===== src/rtl/core/rmq_pkg.sv =====
// Shared widths, branch codes and sideband types for the matrix to quaternion pipeline.
package rmq_pkg;

    localparam int FRAC_BITS = 14;
    localparam int W         = 16;                    // entry and result width
    localparam int SW        = W + 2;                 // trace and diagonal sums
    localparam int RS_W      = SW + 1;                // signed radicand before clamp
    localparam int RAD_W     = RS_W - 1;              // clamped radicand, positive
    localparam int SQ_IN_W   = RAD_W + FRAC_BITS - 2; // square root operand
    localparam int SQ_P      = (SQ_IN_W + 1) / 2;     // root bits, one per stage
    localparam int DW        = W + 1;                 // off-diagonal sum or difference
    localparam int NW        = DW + FRAC_BITS + 1;    // dividend, one quotient bit per stage
    localparam int DEN_W     = SQ_P + 2;              // divisor 4*root

    localparam logic signed [W-1:0] Q_MAX = {1'b0, {(W-1){1'b1}}};
    localparam logic signed [W-1:0] Q_MIN = {1'b1, {(W-1){1'b0}}};

    // Component that takes the square root
    localparam logic [1:0] SEL_X = 2'd0;
    localparam logic [1:0] SEL_Y = 2'd1;
    localparam logic [1:0] SEL_Z = 2'd2;
    localparam logic [1:0] SEL_W = 2'd3;

    typedef struct packed {
        logic [1:0]           sel;
        logic signed [DW-1:0] d0;
        logic signed [DW-1:0] d1;
        logic signed [DW-1:0] d2;
        logic                 clamped;
    } t_side;

    typedef struct packed {
        logic [1:0]      sel;
        logic [2:0]      neg;
        logic [SQ_P-1:0] root;
        logic            clamped;
    } t_dside;

endpackage


===== src/rtl/core/rmq_sqrt.sv =====
// Pipelined integer square root, one root bit per stage, with sideband.
module rmq_sqrt
    import rmq_pkg::*;
(
    input  logic             i_clk,
    input  logic             i_rst_n,
    input  logic             i_en,
    input  logic             i_vld,
    input  logic [RAD_W-1:0] i_rad,
    input  t_side            i_side,
    output logic             o_vld,
    output logic [SQ_P-1:0]  o_root,
    output t_side            o_side
);

    localparam int REM_W = SQ_P + 3;
    localparam int X_W   = 2 * SQ_P;

    logic             r_vld  [SQ_P];
    logic [REM_W-1:0] r_rem  [SQ_P];
    logic [SQ_P-1:0]  r_root [SQ_P];
    logic [X_W-1:0]   r_x    [SQ_P];
    t_side            r_side [SQ_P];

    logic [REM_W-1:0] n_rem  [SQ_P];
    logic [SQ_P-1:0]  n_root [SQ_P];
    logic [X_W-1:0]   n_x    [SQ_P];

    // One trial subtraction per stage
    always_comb begin
        logic [REM_W-1:0] rem_in;
        logic [SQ_P-1:0]  root_in;
        logic [X_W-1:0]   x_in;
        logic [REM_W-1:0] rem2;
        logic [REM_W-1:0] trial;
        for (int k = 0; k < SQ_P; k++) begin
            if (k == 0) begin
                rem_in  = '0;
                root_in = '0;
                x_in    = X_W'({i_rad, {(FRAC_BITS-2){1'b0}}});
            end else begin
                rem_in  = r_rem[k-1];
                root_in = r_root[k-1];
                x_in    = r_x[k-1];
            end
            rem2  = {rem_in[REM_W-3:0], x_in[X_W-1 -: 2]};
            trial = REM_W'({root_in, 2'b01});
            if (rem2 >= trial) begin
                n_rem[k]  = rem2 - trial;
                n_root[k] = {root_in[SQ_P-2:0], 1'b1};
            end else begin
                n_rem[k]  = rem2;
                n_root[k] = {root_in[SQ_P-2:0], 1'b0};
            end
            n_x[k] = {x_in[X_W-3:0], 2'b00};
        end
    end

    // Advance all stages together
    always_ff @(posedge i_clk) begin
        if (!i_rst_n) begin
            for (int k = 0; k < SQ_P; k++) r_vld[k] <= 1'b0;
        end else if (i_en) begin
            for (int k = 0; k < SQ_P; k++) r_vld[k] <= (k == 0) ? i_vld : r_vld[k-1];
        end
    end

    always_ff @(posedge i_clk) begin
        if (i_en) begin
            for (int k = 0; k < SQ_P; k++) begin
                r_rem[k]  <= n_rem[k];
                r_root[k] <= n_root[k];
                r_x[k]    <= n_x[k];
                r_side[k] <= (k == 0) ? i_side : r_side[k-1];
            end
        end
    end

    assign o_vld  = r_vld[SQ_P-1];
    assign o_root = r_root[SQ_P-1];
    assign o_side = r_side[SQ_P-1];

    a_root_nonzero: assert property (@(posedge i_clk) disable iff (!i_rst_n)
        o_vld |-> (o_root != '0))
        else $error("root of a clamped radicand must be nonzero");

    a_hold: assert property (@(posedge i_clk) disable iff (!i_rst_n)
        !i_en |=> (o_vld == $past(o_vld)) && (o_root == $past(o_root)))
        else $error("sqrt pipeline moved while held");

    a_fill: assert property (@(posedge i_clk) disable iff (!i_rst_n)
        (i_en && i_vld) |=> r_vld[0])
        else $error("sqrt first stage lost a word");

endmodule


===== config.mk =====
export PLATFORM = sky130hd
export DESIGN_NAME = rmq_sqrt
export DESIGN_NICKNAME = d
export VERILOG_FILES = /design/src/rtl/core/rmq_pkg.sv /design/src/rtl/core/rmq_sqrt.sv
export SDC_FILE = /design/constraint.sdc
export NUM_CORES = 1
export LEC_CHECK = 0
export ABC_AREA = 1
export ABC_CLOCK_PERIOD_IN_PS = 3420
export BUFFER_PORTS_ARGS = -buffer_cell sky130_fd_sc_hd__buf_2
export CORE_ASPECT_RATIO = 1.75
export CORE_MARGIN = 2
export CORE_UTILIZATION = 35
export DETAILED_ROUTE_END_ITERATION = 6
export PLACE_DENSITY = 0.59
export SETUP_SLACK_MARGIN = 0.4
export SLEW_MARGIN = 10
export SYNTH_ARGS = -nofsm -noshare
export SYNTH_HDL_FRONTEND = slang
export SYNTH_SLANG_ARGS = --single-unit

===== constraint.sdc =====
create_clock -name i_clk -period 3.42 [get_ports i_clk]
set_input_delay 0.684 -clock i_clk [delete_from_list [all_inputs] [get_ports i_clk]]
set_output_delay 0.684 -clock i_clk [all_outputs]
set_load 0.02 [all_outputs]

### After elaboration in Yosys (flattened, before gate mapping)

Memory sizes are Yosys's and may differ from the RTL's.
Cells that the tools add are included.

| cells by class | value |
|---|---|
| reductions and logical operators | 0 |
| $add $sub $neg | 15 |
| $lt $le $gt $ge | 15 |
| bitwise logic cells | 15 |
| divide/modulo/power cells | 0 |
| muxes and demuxes | 50 |
| shifts and indexed selects | 0 |
| multiply operators | 0 |
| equality and inequality tests | 0 |

Operators by type and width:

| cell | number |
|---|---|
| $mux 18 | 15 |
| $ge 18x17->1 | 14 |
| $sub 18x17->18 | 14 |
| $mux 1 | 35 |
| $or 1x1->1 | 15 |
| $sub 2x1->3 const B | 1 |
| $ge 2x1->1 const B | 1 |

| storage, ports and cells | value |
|---|---|
| latch bits | 0 |
| memories | 5 |
| RAM bits | 1,740 |
| register bits | 0 |
| output and inout bits | 70 |
| ROM bits | 0 |
| logic and storage cells | 100 |
| input port bits | 76 |

Memory list:

| name | words | bits a word | rd ports | clocked after Yosys merged registers in | write ports | RTL line | source |
|---|---|---|---|---|---|---|---|
| r_side | 15 | 54 | 15 | 0 | 15 | rmq_sqrt.sv:23 | `t_side r_side [SQ_P];` |
| r_x | 15 | 28 | 14 | 0 | 15 | rmq_sqrt.sv:22 | `logic [X_W-1:0] r_x [SQ_P];` |
| r_rem | 15 | 18 | 14 | 0 | 15 | rmq_sqrt.sv:20 | `logic [REM_W-1:0] r_rem [SQ_P];` |
| r_root | 15 | 15 | 15 | 0 | 15 | rmq_sqrt.sv:21 | `logic [SQ_P-1:0] r_root [SQ_P];` |
| r_vld | 15 | 1 | 15 | 0 | 15 | rmq_sqrt.sv:19 | `logic r_vld [SQ_P];` |

### Logic depth before layout (Yosys ltp)

| depth | value |
|---|---|
| word-level depth | 4 |
| depth in mapped cells | 15 |
| mapped depth without buffers | 14 |

### Worst setup path after synthesis

No wires, ideal clock.

| timing | value |
|---|---|
| kind | reg2reg |
| start | memory r_root[1][15] (netlist bit) |
| end | memory r_rem[1][47] (netlist bit) (data pin) |
| library setup time | 0.253 ns |
| clock period less this slack | 2.154 ns |
| required time | 3.167 ns |
| cell stages (with the launch flop) | 16 |
| buffers on the path | 1 |
| arrival time | 1.901 ns |
| setup slack | 1.266 ns |
| cell sequence | edfxtp_1 inv_1 ha_1 inv_1 fa_1 inv_1 nand3_1 nand2_1 nand2_1 nand2_2 nand2_2 nand2_4 inv_4 buf_6 nand2_1 nand2_1 |

RTL lines:

| element | RTL line |
|---|---|
| from (decl) | rmq_sqrt.sv:21 |
| to (decl) | rmq_sqrt.sv:20 |

==> metrics.cfg <==
[clocking]
postCtsHoldBufs=0
cts.path.max_buffers=3
cts_setup_buffers=0
cts_tree=done
cts_root_buf=clkbuf_16
h-tree-depth=3
post_cts_resize_count=0
worstSkewPairLatency_ns=0.72
clk_pin_slew_ns=0.06
numCtsBuffers=113
clkSinkCount=1220

[worst_setup_path]
crit_required_ns=3.87
rr_startpoint=r_root[1][45]
reg2reg_depth=14
r2r-end=r_rem[1][85]
timing.critical_path.fanout_max=17
startpoint_type=register
crit_path_start=r_root[1][45]
worstPathArrival_ns=3.01
worstSetupPathType=register to register
cp-end-kind=register
rrSetupSlack_ns=0.86
critPathCapture=r_rem[1][85]

[route]
ant_nets=0
drtIter0Drc=1152
drc_errors=0
wirelength_microns=81300
wl_per_cell_microns=14.6
first_pass_iters=5
vias_per_cell=4.37
num_vias=24400

[synthesis]
avgSynthCellArea_sq_um=13.9
synthTopCellsByArea=edfxtp_1 (77%), nand2_1 (6.5%), inv_1 (3.8%), ha_1 (3.3%), nand3_1 (1.9%)
synth.distinct_cells=40
postSynth.asyncResetShare=0
yosysTopAreaCellShare=0.773
synthCells=3407
yosysTopAreaCell=edfxtp_1
synth-seq-area-share=0.773
ys_ff_latch=1220
synth_edf_count=1220
syn_area_sq_um=47400
synthFlopType=edfxtp_1
ys_warn_count=0
syn-num-nets=3612

[pwr]
p_switching_mw=8.12
power_density_nw_per_um2=631
power_mw=34.5
switching_share=0.236
clock_power_share=0.379
p_int_mw=26.3
power_leakage_nw=21.6
vdd_ir_drop_max_mv=0.428
p_seq_frac=0.530
comb_power_share=0.091

[placement]
dp.cells=5367
pre_cts_ws_ns=0.893
io_buffers=145
hpwl_microns=55700
gp_routability_congestion=0.942

[die]
ios=146
die-area_sq_um=138000
die_w_microns=282
die_y_microns=491
core_area_sq_um=135000
placementRows=178
initial_core_util=0.352

[final_layout]
fin_nets=3887
instances_no_fill=5583
mostFrequentLayoutCells=edfxtp_1 (1220), nand2_1 (818), inv_1 (477)
drive_above_1_share=0.112
final_common_cell=edfxtp_1
synthToLayoutAreaGrowth_pct=15.2

[sta]
tightest_slew_ns=0.623
setup_viol=0
hold_viol=0
fin_crit_sh=0.748
skew_ns=0.0314
maxSlewViolCount=0
final.setup.tns_ns=0
fmax_mhz=391
rsz0062_at_grt=no
relSlewSlack=0.585
period_minus_slack_ns=2.56
finalWorstSetupSlack_ns=0.863

[grt]
grt_pass1_vias=25200
track_usage=0.118
grt_pass1_wl_microns=128000
antenna_found_initial=1
overflow=0
grt_max_degree=102

[flow_run]
maxCapViolations=0

[hold_path]
hold_class=input port to register

[status]
status=complete, no violations

[power by group through the flow]
stage / registers (mW) / clock network [mW] / logic (mW)
after floorplan: 18.5 / 0 / 2.02
after global placement: 18.6 / 0 / 3.10
after detailed placement: 18.6 / 0 / 3.15
after CTS: 18.3 / 13.6 / 3.16
after global routing: 18.4 / 14.1 / 3.57
final: 18.3 / 13.1 / 3.13
[cell usage after synthesis (all sizes together), types with 8 or more instances]
cell and count:
inv 484, buf 19, a21oi 106, xor2 52
xnor2 21, or2 10, nand3 184, ha 124
nor2 207, o21ai 65, nor3 21, edfxtp 1220
nand2 832, nand3b 8, nand4 34
[cells by family after synthesis]
group,share of synthesized area
buf+inv,0.0425
xor+xnor,0.0135
simple gates,0.115
other cells,0.0000791
fa+ha+maj,0.0349
compound gates,0.0206
flops,0.773
[stage by stage]
step,area [sq um],utilization,hold slack (ns)
2_1_floorplan,47400,-,0.400
3_3_place_gp,50700,0.377,0.400
3_5_place_dp,50700,0.377,0.405
4_1_cts,54600,0.406,0.0485
5_1_grt,54600,0.406,0.0757
6_report,54600,0.406,0.136
[flip-flops by register name (all words and copies together), names as in the netlist]
signal  flops
r_rem     203
r_root    120
r_side    810
r_vld      15
r_x        72
[metal layers]
metal / GRT usage / part of all wire
met5: 0 / 0
met4: 0.0730 / 0.056
met3: 0.0216 / 0.036
met2: 0.230 / 0.56
met1: 0.112 / 0.35
[critical path, stage by stage (launching register included)]
cell	delay [ns]
edfxtp_1	0.40
inv_1	0.08
ha_1	0.19
inv_1	0.06
fa_1	0.36
inv_1	0.13
nand3_1	0.10
nand3_2	0.11
nand2_1	0.06
nand2_1	0.11
nand2_2	0.09
nand2_2	0.26
inv_2	0.18
nand2_1	0.10
nand2_1	0.06
[final cells by class]
class / count / area (sq um)
fill: 12500 / 79900
tap: 1800 / 2250
multi-input combinational: 1683 / 8740
inverter: 484 / 1820
timing repair buffer: 180 / 1260
clock inverter: 82 / 957
clock buffer: 133 / 2950
sequential: 1220 / 36600
antenna: 1 / 2.50
[worst min-delay path by stage]
stage | slack (ns) | cells past startpoint | end | startpoint
3_3_place_gp | 0.40 | 0 | r_side[11][19] | r_side[10][19]
6_report | 0.14 | 1 | r_x[0][27] | i_rad[15]
4_1_cts | 0.05 | 1 | r_side[0][49] | i_side[49]
5_1_grt | 0.08 | 1 | r_side[0][22] | i_side[22]
3_5_place_dp | 0.40 | 0 | r_side[10][16] | r_side[9][16]
2_1_floorplan | 0.40 | 0 | r_side[10][0] | r_side[9][0]
No activity file was read; power rests on OpenSTA's default activity.
